`src/rtl/core/hill_cipher_2x2_mod26_unit_macros.svh`:
```
// Assertion macros shared by the Hill cipher core.
// Each macro expects clk and rst_n to be visible in the module that uses it.
`ifndef HILL_CIPHER_2X2_MOD26_UNIT_MACROS_SVH
`define HILL_CIPHER_2X2_MOD26_UNIT_MACROS_SVH

// Same-cycle implication, checked out of reset.
`define HC_ASSERT_IMP(name, ante, cons, msg) \
    name: assert property (@(posedge clk) disable iff (!rst_n) (ante) |-> (cons)) \
        else $error(msg);

// Next-cycle implication, checked out of reset.
`define HC_ASSERT_NXT(name, ante, cons, msg) \
    name: assert property (@(posedge clk) disable iff (!rst_n) (ante) |=> (cons)) \
        else $error(msg);

`endif

```
`src/rtl/core/hc_pkg.sv`:
```
// Shared types, constants and mod-26 helper functions for the Hill cipher core.
// No dependencies; every module in rtl/core imports this package.
package hc_pkg;

    localparam logic [4:0] ALPHA      = 5'd26;
    localparam logic [4:0] PAD_LETTER = 5'd23;

    localparam logic [7:0] CHAR_UP_A = 8'h41;
    localparam logic [7:0] CHAR_UP_Z = 8'h5A;
    localparam logic [7:0] CHAR_LO_A = 8'h61;
    localparam logic [7:0] CHAR_LO_Z = 8'h7A;

    localparam int KEY_W     = 5;
    localparam int CFG_IDX_W = 2;

    localparam logic [CFG_IDX_W-1:0] IDX_KEY_A = 2'd0;
    localparam logic [CFG_IDX_W-1:0] IDX_KEY_B = 2'd1;
    localparam logic [CFG_IDX_W-1:0] IDX_KEY_C = 2'd2;
    localparam logic [CFG_IDX_W-1:0] IDX_KEY_D = 2'd3;

    localparam logic [KEY_W-1:0] RST_KEY_A = 5'd9;
    localparam logic [KEY_W-1:0] RST_KEY_B = 5'd4;
    localparam logic [KEY_W-1:0] RST_KEY_C = 5'd5;
    localparam logic [KEY_W-1:0] RST_KEY_D = 5'd7;

    localparam int Q_DEPTH = 4;
    localparam int Q_AW    = $clog2(Q_DEPTH);
    localparam int Q_CW    = Q_AW + 1;

    // Busy count loaded after reset or a register write to cover the key derivation pipeline.
    localparam logic [2:0] PREP_LOAD = 3'd4;

    localparam int PROD_W = 10;
    localparam int SUM_W  = 11;

    // 2521 / 2^16 is close enough to 1/26 that the quotient is exact below 1664.
    localparam logic [21:0] RECIP_26 = 22'd2521;
    localparam logic [10:0] DET_BIAS = 11'd676;

    typedef struct packed {
        logic [4:0] m00;
        logic [4:0] m01;
        logic [4:0] m10;
        logic [4:0] m11;
    } mat_t;

    typedef struct packed {
        logic busy;
        logic bad;
        mat_t enc;
        mat_t dec;
    } keys_t;

    typedef struct packed {
        logic       bad;
        logic       eot;
        logic       dec;
        logic [4:0] x;
        logic [4:0] y;
    } job_t;

    typedef struct packed {
        logic [4:0] letter;
        logic       key_bad;
        logic       pair_last;
        logic       text_last;
    } word_t;

    function automatic logic [4:0] red26(input logic [4:0] v);
        return (v >= ALPHA) ? 5'(v - ALPHA) : v;
    endfunction

    function automatic logic [4:0] neg26(input logic [4:0] v);
        return (v == 5'd0) ? 5'd0 : 5'(ALPHA - v);
    endfunction

    function automatic logic [4:0] mod26(input logic [SUM_W-1:0] v);
        logic [21:0]      prod;
        logic [5:0]       q;
        logic [SUM_W-1:0] r;
        prod = {11'd0, v} * RECIP_26;
        q    = prod[21:16];
        r    = v - ({5'd0, q} * SUM_W'(ALPHA));
        return r[4:0];
    endfunction

    // Inverse mod 26; zero marks a value with no inverse.
    function automatic logic [4:0] inv26(input logic [4:0] v);
        logic [4:0] r;
        unique case (v)
            5'd1:    r = 5'd1;
            5'd3:    r = 5'd9;
            5'd5:    r = 5'd21;
            5'd7:    r = 5'd15;
            5'd9:    r = 5'd3;
            5'd11:   r = 5'd19;
            5'd15:   r = 5'd7;
            5'd17:   r = 5'd23;
            5'd19:   r = 5'd11;
            5'd21:   r = 5'd5;
            5'd23:   r = 5'd17;
            5'd25:   r = 5'd25;
            default: r = 5'd0;
        endcase
        return r;
    endfunction

endpackage

```
`src/rtl/core/hc_keyprep.sv`:
```
// Key registers and the pipeline that derives the encrypt and decrypt matrices.
// Depends on hc_pkg.
module hc_keyprep (
    input  logic                             clk,
    input  logic                             rst_n,
    input  logic                             cfg_wr_en,
    input  logic [hc_pkg::CFG_IDX_W-1:0]     cfg_index,
    input  logic [hc_pkg::KEY_W-1:0]         cfg_data,
    output hc_pkg::keys_t                    keys
);
    import hc_pkg::*;

    logic [KEY_W-1:0]  key_a_reg, key_b_reg, key_c_reg, key_d_reg;
    logic [2:0]        busy_cnt_reg;
    logic [4:0]        ra_reg, rb_reg, rc_reg, rd_reg;
    logic [PROD_W-1:0] ad_reg, bc_reg;
    logic [4:0]        det_reg;
    logic              bad_reg;
    logic [PROD_W-1:0] p00_reg, p01_reg, p10_reg, p11_reg;
    mat_t              dec_reg;
    logic [4:0]        inv;

    always_ff @(posedge clk or negedge rst_n)
    begin
        if (!rst_n)
        begin
            key_a_reg    <= RST_KEY_A;
            key_b_reg    <= RST_KEY_B;
            key_c_reg    <= RST_KEY_C;
            key_d_reg    <= RST_KEY_D;
            busy_cnt_reg <= PREP_LOAD;
        end
        else if (cfg_wr_en)
        begin
            unique case (cfg_index)
                IDX_KEY_A: key_a_reg <= cfg_data;
                IDX_KEY_B: key_b_reg <= cfg_data;
                IDX_KEY_C: key_c_reg <= cfg_data;
                IDX_KEY_D: key_d_reg <= cfg_data;
            endcase
            busy_cnt_reg <= PREP_LOAD;
        end
        else if (busy_cnt_reg != 3'd0)
        begin
            busy_cnt_reg <= busy_cnt_reg - 3'd1;
        end
    end

    assign inv = inv26(det_reg);

    // The derivation runs every cycle; the busy count covers its depth.
    always_ff @(posedge clk)
    begin
        ra_reg  <= red26(key_a_reg);
        rb_reg  <= red26(key_b_reg);
        rc_reg  <= red26(key_c_reg);
        rd_reg  <= red26(key_d_reg);
        ad_reg  <= {5'd0, red26(key_a_reg)} * {5'd0, red26(key_d_reg)};
        bc_reg  <= {5'd0, red26(key_b_reg)} * {5'd0, red26(key_c_reg)};
        det_reg <= mod26(SUM_W'(ad_reg) + DET_BIAS - SUM_W'(bc_reg));
        bad_reg <= (inv == 5'd0);
        p00_reg <= {5'd0, rd_reg} * {5'd0, inv};
        p01_reg <= {5'd0, neg26(rb_reg)} * {5'd0, inv};
        p10_reg <= {5'd0, neg26(rc_reg)} * {5'd0, inv};
        p11_reg <= {5'd0, ra_reg} * {5'd0, inv};
        dec_reg.m00 <= mod26(SUM_W'(p00_reg));
        dec_reg.m01 <= mod26(SUM_W'(p01_reg));
        dec_reg.m10 <= mod26(SUM_W'(p10_reg));
        dec_reg.m11 <= mod26(SUM_W'(p11_reg));
    end

    always_comb
    begin
        keys.busy    = (busy_cnt_reg != 3'd0);
        keys.bad     = bad_reg;
        keys.enc.m00 = ra_reg;
        keys.enc.m01 = rb_reg;
        keys.enc.m10 = rc_reg;
        keys.enc.m11 = rd_reg;
        keys.dec     = dec_reg;
    end

endmodule

```
`src/rtl/core/hc_front.sv`:
```
// Input side: accepts text bytes, folds letters, pairs them and issues jobs.
// Depends on hc_pkg; feeds hc_queue.
module hc_front (
    input  logic          clk,
    input  logic          rst_n,
    input  logic          in_valid,
    output logic          in_stall,
    input  logic [7:0]    char_in,
    input  logic          end_of_text,
    input  logic          mode,
    input  hc_pkg::keys_t keys,
    input  logic          q_full,
    output logic          push,
    output hc_pkg::job_t  job
);
    import hc_pkg::*;

    logic       have_held_reg, have_held_next;
    logic [4:0] held_reg, held_next;
    logic       is_up, is_lo, is_letter, accept;
    logic [7:0] diff_up, diff_lo;
    logic [4:0] letter;

    assign in_stall = q_full || keys.busy;
    assign accept   = in_valid && !in_stall;

    always_comb
    begin
        is_up     = (char_in >= CHAR_UP_A) && (char_in <= CHAR_UP_Z);
        is_lo     = (char_in >= CHAR_LO_A) && (char_in <= CHAR_LO_Z);
        is_letter = is_up || is_lo;
        diff_up   = char_in - CHAR_UP_A;
        diff_lo   = char_in - CHAR_LO_A;
        letter    = is_up ? diff_up[4:0] : diff_lo[4:0];

        push           = 1'b0;
        job.bad        = 1'b0;
        job.eot        = end_of_text;
        job.dec        = mode;
        job.x          = held_reg;
        job.y          = PAD_LETTER;
        have_held_next = have_held_reg;
        held_next      = held_reg;

        if (accept)
        begin
            priority if (keys.bad)
            begin
                // A singular key drops any pending letter and flags each letter.
                have_held_next = 1'b0;
                held_next      = 5'd0;
                push           = is_letter;
                job.bad        = 1'b1;
            end
            else if (is_letter && !have_held_reg)
            begin
                held_next      = letter;
                have_held_next = 1'b1;
                if (end_of_text)
                begin
                    push           = 1'b1;
                    job.x          = letter;
                    have_held_next = 1'b0;
                    held_next      = 5'd0;
                end
            end
            else if (is_letter)
            begin
                push           = 1'b1;
                job.y          = letter;
                have_held_next = 1'b0;
                held_next      = 5'd0;
            end
            else if (end_of_text && have_held_reg)
            begin
                push           = 1'b1;
                have_held_next = 1'b0;
                held_next      = 5'd0;
            end
            else
            begin
                // Any other byte is skipped and the pending letter stays.
            end
        end
    end

    always_ff @(posedge clk or negedge rst_n)
    begin
        if (!rst_n)
        begin
            have_held_reg <= 1'b0;
            held_reg      <= 5'd0;
        end
        else
        begin
            have_held_reg <= have_held_next;
            held_reg      <= held_next;
        end
    end

endmodule

```
`src/rtl/core/hc_queue.sv`:
```
// Short job queue between the front and back parts of the Hill cipher core.
// Depends on hc_pkg and the assertion macro header.
`include "hill_cipher_2x2_mod26_unit_macros.svh"

module hc_queue (
    input  logic         clk,
    input  logic         rst_n,
    input  logic         push,
    input  hc_pkg::job_t job_in,
    input  logic         pop,
    output hc_pkg::job_t head,
    output logic         full,
    output logic         empty
);
    import hc_pkg::*;

    job_t            mem_reg [Q_DEPTH];
    logic [Q_AW-1:0] wr_ptr_reg, rd_ptr_reg;
    logic [Q_CW-1:0] cnt_reg;

    assign full  = (cnt_reg == Q_CW'(Q_DEPTH));
    assign empty = (cnt_reg == '0);
    assign head  = mem_reg[rd_ptr_reg];

    always_ff @(posedge clk)
    begin
        if (push)
        begin
            mem_reg[wr_ptr_reg] <= job_in;
        end
    end

    always_ff @(posedge clk or negedge rst_n)
    begin
        if (!rst_n)
        begin
            wr_ptr_reg <= '0;
            rd_ptr_reg <= '0;
            cnt_reg    <= '0;
        end
        else
        begin
            if (push)
            begin
                wr_ptr_reg <= wr_ptr_reg + Q_AW'(1);
            end
            if (pop)
            begin
                rd_ptr_reg <= rd_ptr_reg + Q_AW'(1);
            end
            if (push && !pop)
            begin
                cnt_reg <= cnt_reg + Q_CW'(1);
            end
            else if (pop && !push)
            begin
                cnt_reg <= cnt_reg - Q_CW'(1);
            end
        end
    end

    `HC_ASSERT_IMP(a_no_overflow, push, !full, "job pushed into a full queue")
    `HC_ASSERT_IMP(a_no_underflow, pop, !empty, "job popped from an empty queue")
    `HC_ASSERT_NXT(a_push_fills, push && !pop, !empty, "queue empty after a push")

endmodule

```
`src/rtl/core/hc_back.sv`:
```
// Back part: applies the selected key matrix to each pair, or flags a bad-key job, and emits result words.
// Depends on hc_pkg and the assertion macro header; fed by hc_queue.
`include "hill_cipher_2x2_mod26_unit_macros.svh"

module hc_back (
    input  logic          clk,
    input  logic          rst_n,
    input  hc_pkg::keys_t keys,
    input  hc_pkg::job_t  head,
    input  logic          empty,
    output logic          pop,
    output logic          out_valid,
    input  logic          out_stall,
    output logic [4:0]    letter_out,
    output logic          key_bad,
    output logic          pair_last,
    output logic          text_last
);
    import hc_pkg::*;

    logic             b1_valid_reg;
    job_t             b1_job_reg;
    mat_t             b1_mat_reg;
    logic             b2_valid_reg;
    logic             b2_bad_reg, b2_eot_reg;
    logic [SUM_W-1:0] s0_reg, s1_reg;
    logic [1:0]       ocnt_reg, ocnt_next;
    word_t            w0_reg, w0_next, w1_reg, w1_next;

    logic              out_take, out_load, b2_adv, b1_adv;
    logic [PROD_W-1:0] p00, p01, p10, p11;

    // Word stage holds one pair; it reloads as its last word leaves.
    assign out_take = (ocnt_reg != 2'd0) && !out_stall;
    assign out_load = (ocnt_reg == 2'd0) || ((ocnt_reg == 2'd1) && out_take);
    assign b2_adv   = !b2_valid_reg || out_load;
    assign b1_adv   = !b1_valid_reg || b2_adv;
    assign pop      = b1_adv && !empty;

    always_comb
    begin
        p00 = {5'd0, b1_mat_reg.m00} * {5'd0, b1_job_reg.x};
        p01 = {5'd0, b1_mat_reg.m01} * {5'd0, b1_job_reg.y};
        p10 = {5'd0, b1_mat_reg.m10} * {5'd0, b1_job_reg.x};
        p11 = {5'd0, b1_mat_reg.m11} * {5'd0, b1_job_reg.y};
    end

    always_comb
    begin
        ocnt_next = ocnt_reg;
        w0_next   = w0_reg;
        w1_next   = w1_reg;
        priority if (out_load && b2_valid_reg)
        begin
            if (b2_bad_reg)
            begin
                w0_next   = '{letter: 5'd0, key_bad: 1'b1, pair_last: 1'b0,
                              text_last: b2_eot_reg};
                ocnt_next = 2'd1;
            end
            else
            begin
                w0_next   = '{letter: mod26(s0_reg), key_bad: 1'b0, pair_last: 1'b0,
                              text_last: 1'b0};
                w1_next   = '{letter: mod26(s1_reg), key_bad: 1'b0, pair_last: 1'b1,
                              text_last: b2_eot_reg};
                ocnt_next = 2'd2;
            end
        end
        else if (out_take)
        begin
            w0_next   = w1_reg;
            ocnt_next = ocnt_reg - 2'd1;
        end
        else
        begin
            // The word stage holds what it has.
        end
    end

    always_ff @(posedge clk or negedge rst_n)
    begin
        if (!rst_n)
        begin
            b1_valid_reg <= 1'b0;
            b2_valid_reg <= 1'b0;
            ocnt_reg     <= 2'd0;
        end
        else
        begin
            if (b1_adv)
            begin
                b1_valid_reg <= !empty;
            end
            if (b2_adv)
            begin
                b2_valid_reg <= b1_valid_reg;
            end
            ocnt_reg <= ocnt_next;
        end
    end

    always_ff @(posedge clk)
    begin
        if (pop)
        begin
            b1_job_reg <= head;
            b1_mat_reg <= head.dec ? keys.dec : keys.enc;
        end
        if (b2_adv)
        begin
            b2_bad_reg <= b1_job_reg.bad;
            b2_eot_reg <= b1_job_reg.eot;
            s0_reg     <= {1'b0, p00} + {1'b0, p01};
            s1_reg     <= {1'b0, p10} + {1'b0, p11};
        end
        w0_reg <= w0_next;
        w1_reg <= w1_next;
    end

    assign out_valid  = (ocnt_reg != 2'd0);
    assign letter_out = w0_reg.letter;
    assign key_bad    = w0_reg.key_bad;
    assign pair_last  = w0_reg.pair_last;
    assign text_last  = w0_reg.text_last;

    `HC_ASSERT_IMP(a_ocnt_range, 1'b1, ocnt_reg <= 2'd2, "word stage holds more than a pair")
    `HC_ASSERT_IMP(a_second_word, ocnt_reg == 2'd2, w1_reg.pair_last,
                   "waiting second word lacks pair_last")
    `HC_ASSERT_IMP(a_pair_good_key, out_valid && pair_last, !key_bad,
                   "pair word flagged with a bad key")

endmodule

```
`src/rtl/core/hill_cipher_2x2_mod26_unit.sv`:
```
// A job passes the queue, the b1 and b2 stages and the word stage; a pair's second word follows.
// Throughput: one byte per cycle while in_stall is low; each letter pair yields two words.
// Rate is set by the one-word-per-cycle output stage while out_stall is low; a 4-deep job
// queue absorbs padding bursts. After reset and after every key register write, input is
// stalled while the key derivation pipeline settles.
module hill_cipher_2x2_mod26_unit (
    input  logic                          clk,
    input  logic                          rst_n,
    input  logic                          cfg_wr_en,
    input  logic [hc_pkg::CFG_IDX_W-1:0]  cfg_index,
    input  logic [hc_pkg::KEY_W-1:0]      cfg_data,
    input  logic                          in_valid,
    output logic                          in_stall,
    input  logic [7:0]                    char_in,
    input  logic                          end_of_text,
    input  logic                          mode,
    output logic                          out_valid,
    input  logic                          out_stall,
    output logic [4:0]                    letter_out,
    output logic                          key_bad,
    output logic                          pair_last,
    output logic                          text_last
);
    import hc_pkg::*;

    keys_t keys;
    job_t  job, head;
    logic  push, pop, q_full, q_empty;

    hc_keyprep u_keyprep (
        .clk       (clk),
        .rst_n     (rst_n),
        .cfg_wr_en (cfg_wr_en),
        .cfg_index (cfg_index),
        .cfg_data  (cfg_data),
        .keys      (keys)
    );

    hc_front u_front (
        .clk         (clk),
        .rst_n       (rst_n),
        .in_valid    (in_valid),
        .in_stall    (in_stall),
        .char_in     (char_in),
        .end_of_text (end_of_text),
        .mode        (mode),
        .keys        (keys),
        .q_full      (q_full),
        .push        (push),
        .job         (job)
    );

    hc_queue u_queue (
        .clk    (clk),
        .rst_n  (rst_n),
        .push   (push),
        .job_in (job),
        .pop    (pop),
        .head   (head),
        .full   (q_full),
        .empty  (q_empty)
    );

    hc_back u_back (
        .clk        (clk),
        .rst_n      (rst_n),
        .keys       (keys),
        .head       (head),
        .empty      (q_empty),
        .pop        (pop),
        .out_valid  (out_valid),
        .out_stall  (out_stall),
        .letter_out (letter_out),
        .key_bad    (key_bad),
        .pair_last  (pair_last),
        .text_last  (text_last)
    );

endmodule
```
`config.mk`:
```
export PLATFORM = sky130hd
export DESIGN_NAME = hill_cipher_2x2_mod26_unit
export DESIGN_NICKNAME = d
export VERILOG_FILES = /design/src/rtl/core/hc_pkg.sv /design/src/rtl/core/hc_keyprep.sv /design/src/rtl/core/hc_front.sv /design/src/rtl/core/hc_queue.sv /design/src/rtl/core/hc_back.sv /design/src/rtl/core/hill_cipher_2x2_mod26_unit.sv
export VERILOG_INCLUDE_DIRS = /design/src /design/src/rtl/core
export SDC_FILE = /design/constraint.sdc
export NUM_CORES = 2
export LEC_CHECK = 0
export BUFFER_PORTS_ARGS = -buffer_cell sky130_fd_sc_hd__buf_2
export CAP_MARGIN = 5
export CORE_MARGIN = 1
export CORE_UTILIZATION = 50
export DETAILED_ROUTE_END_ITERATION = 6
export GPL_TIMING_DRIVEN = 0
export PLACE_DENSITY_LB_ADDON = 0.15
export SYNTH_ARGS = -nofsm -noshare
export SYNTH_HDL_FRONTEND = slang
export SYNTH_SLANG_ARGS = --single-unit
```
`constraint.sdc`:
```
create_clock -name clk -period 22.8 [get_ports clk]
set_input_delay 0 -clock clk [delete_from_list [all_inputs] [get_ports clk]]
set_output_delay 0 -clock clk [all_outputs]
set_load 0.1 [all_outputs]
```
==> results.md <==
- Final ANT Viol Nets: 0
- CP peak stage delay: 0.55 ns
- Top Ports: 32
- Synth Flop Type: edfxtp_1
- Root Buffer: clkbuf_16
- Max reg flops: 52
- CTS tree: yes
- Drt total wl: 58500 um
- Number of CTS-inserted buffers: 31
- Most frequent cells in the layout: 653 x ha_1, 640 x inv_1, 354 x fa_1, 167 x nand2_1, 138 x and2_1
- EDFF count, synth: 122
- Top-area cell type share of the netlist area: 26.2%
- Drt first-iter violations: 642
- Routability congestion estimate: 0.848
- # clock sinks: 268
- Max Transition Viols Final: 0
- Crit Path Class: flip-flop to flip-flop
- Most common cell after layout, fill and taps aside: ha_1
- Fin crit period: 9.65 ns
- Crit path max fanout: 7
- Row count: 91
- CP arrival: 10.17 ns
- Initial antenna violation count: 0
- Die area: 63300 um^2
- Area Growth Syn to Fin: 8.36%
- Top cells by area, synth: ha_1 26%, fa_1 23%, edfxtp_1 12%
- Fmax: 104 MHz
- Mean Syn Cell Area: 10.6 um^2
- Largest area contributor in the synthesized netlist: ha_1
- Port buffer count: 31
- Top delay family on crit path: adder cells
- Top cell by count, worst path: ha_1
- Clk_skew: 0.0212 ns
- Initial Util: 50.6%
- Core Area: 61600 um^2
- Max_slew headroom: 26.6%
- Clock latency on the worst-skew pair: 0.60 ns
- Die extent in y: 252 um
- Mapped Area: 31200 um^2
- Hold Path Class: input pin to asynchronous set/reset pin
- Number of register bits inferred by synthesis: 268
- Max_cap viols: 0
- Die Width: 252 um
- RSZ-0062 raised after global routing: no
- Via count: 19783
- WL/cell: 15.0 um
- Final setup viols: 0
- Seq/Total Area, Yosys: 21.8%
- Vias per inst: 5.08
- Worst-path clk slew: 0.06 ns
- Layout cell share with drive strength beyond 1: 5.40%
- DRT Pass-1 Iters: 5
- Tot GR Track Use: 19.4%
- CP Launch Type: flip-flop
- H-tree depth: 1
- CP Capture Type: flip-flop
- Post-route DRC violation count: 0
- Synth Instances: 2941
- Post-cts sizing count: 0
- Worst path slowest cell: fa_1
- Post-synthesis net count: 3970
- Yosys warns: 0
- Maximum clock insertion buffer count: 3
- Synth unique cells: 75
- Post-synth ARST share: 14.9%
- # nets final: 4059
- Worst slew pin tran: 1.10 ns
- Vias in the first global route: 21459
- WP buf/inv: 5
- WP data required: 23.32 ns
- Setup tns final: 0 ns
- Endpoints failing hold: 0
- Final worst path period share: 42.3%
- Gr ovfl total: 0
- Post-layout util: 54.8%
- Global-route wire length before repair: 101000 um
- Largest net degree at the start of global routing: 41
- Status: finished clean
- Hpwl dp: 49400 um
==> metrics by stage <==
stage	hold slack, ns	setup slack, ns	instances	area, um^2
after global placement	0.234	13.33	3809	32400
after detailed placement	0.243	13.14	3810	32400
after floorplan	-0.296	13.91	2941	31200
after CTS	0.117	13.12	3892	33800
after global routing	0.187	12.56	3892	33800
final	0.149	13.15	3893	33800
==> cell usage after synthesis, drive strengths merged (3+ instances only) <==
library cell  count
a211oi           11
a21boi            4
a21o             35
a21oi           110
a221oi            4
a31oi             9
a41o              4
and2            138
and3              3
clkbuf           26
dfrtp            31
dfstp             9
dfxtp           106
edfxtp          122
fa              354
ha              653
inv             642
mux2             39
mux2i             7
mux4             13
nand2           167
nand2b           15
nand3             7
nand3b            3
nand4             4
nor2             73
nor2b            13
nor3             15
nor3b             4
nor4              4
o211ai            8
o21a              7
o21ai            47
o21bai           33
o22ai             4
o31ai            12
o41ai             3
or2               8
or3               7
xnor2           127
xor2             34
==> area by class of cell <==
cell class	count	area (um^2)
antenna	1	2.50
clock buffer	39	888
inverter	642	2410
fill	5455	27800
tap	837	1050
multi-input combinational	2004	21900
clock inverter	19	231
buffer	27	105
timing repair buffer	56	423
sequential	268	6800
==> path summary, 6_finish.rpt <==
path                            cells after the start                start                      to  slack [ns]
min in group clk                                    7           char_in[6]   u_front.have_held_reg        0.15
worst max-delay path                               40  u_keyprep.bc_reg[1]        u_keyprep.inv[3]       13.15
worst max register to register                     40  u_keyprep.bc_reg[1]        u_keyprep.inv[3]       13.15
max in group asynchronous                           2                rst_n  u_keyprep.key_d_reg[4]       21.95
worst min-delay path                                2                rst_n     u_back.b1_valid_reg        0.15
worst min register to register                      0    u_back.b2_eot_reg        u_back.w1_reg[0]        0.46
==> cells by family after synthesis <==
logic type / synth area share (%)
mux: 2.57
compound gates: 6.37
buf+inv: 8.07
xor+xnor: 4.73
simple gates: 7.51
flops: 21.8
fa+ha+maj: 48.9
==> worst register-to-register path: cells and delay by family (launching register included) <==
family | cells | cell delay, ns
adder cells (fa/ha/maj) | 11 | 3.98
XOR/XNOR | 8 | 2.16
AO/OA/AOI/OAI | 11 | 2.07
AND/OR/NAND/NOR | 4 | 0.43
multiplexers | 1 | 0.38
flip-flops | 1 | 0.31
buffers and inverters | 5 | 0.24
==> per-layer routing <==
| layer | vias up | routed length [um] | track usage [%] |
|---|---|---|---|
| met5 | - | 0 | 0 |
| met4 | 0 | 1660 | 5.47 |
| met3 | 92 | 1440 | 1.71 |
| met2 | 253 | 28500 | 33.8 |
| met1 | 9709 | 26900 | 25.8 |
| li1 | 9729 | - | - |
==> timing repair <==
item / in CTS / in global routing
hold buffers: 24 / 0
hold endpoints to repair: 92 / 0
setup buffers: 0 / 0
Power is not shown: default switching activity piles up to over one toggle a cycle in this logic, so the estimate is an artifact.
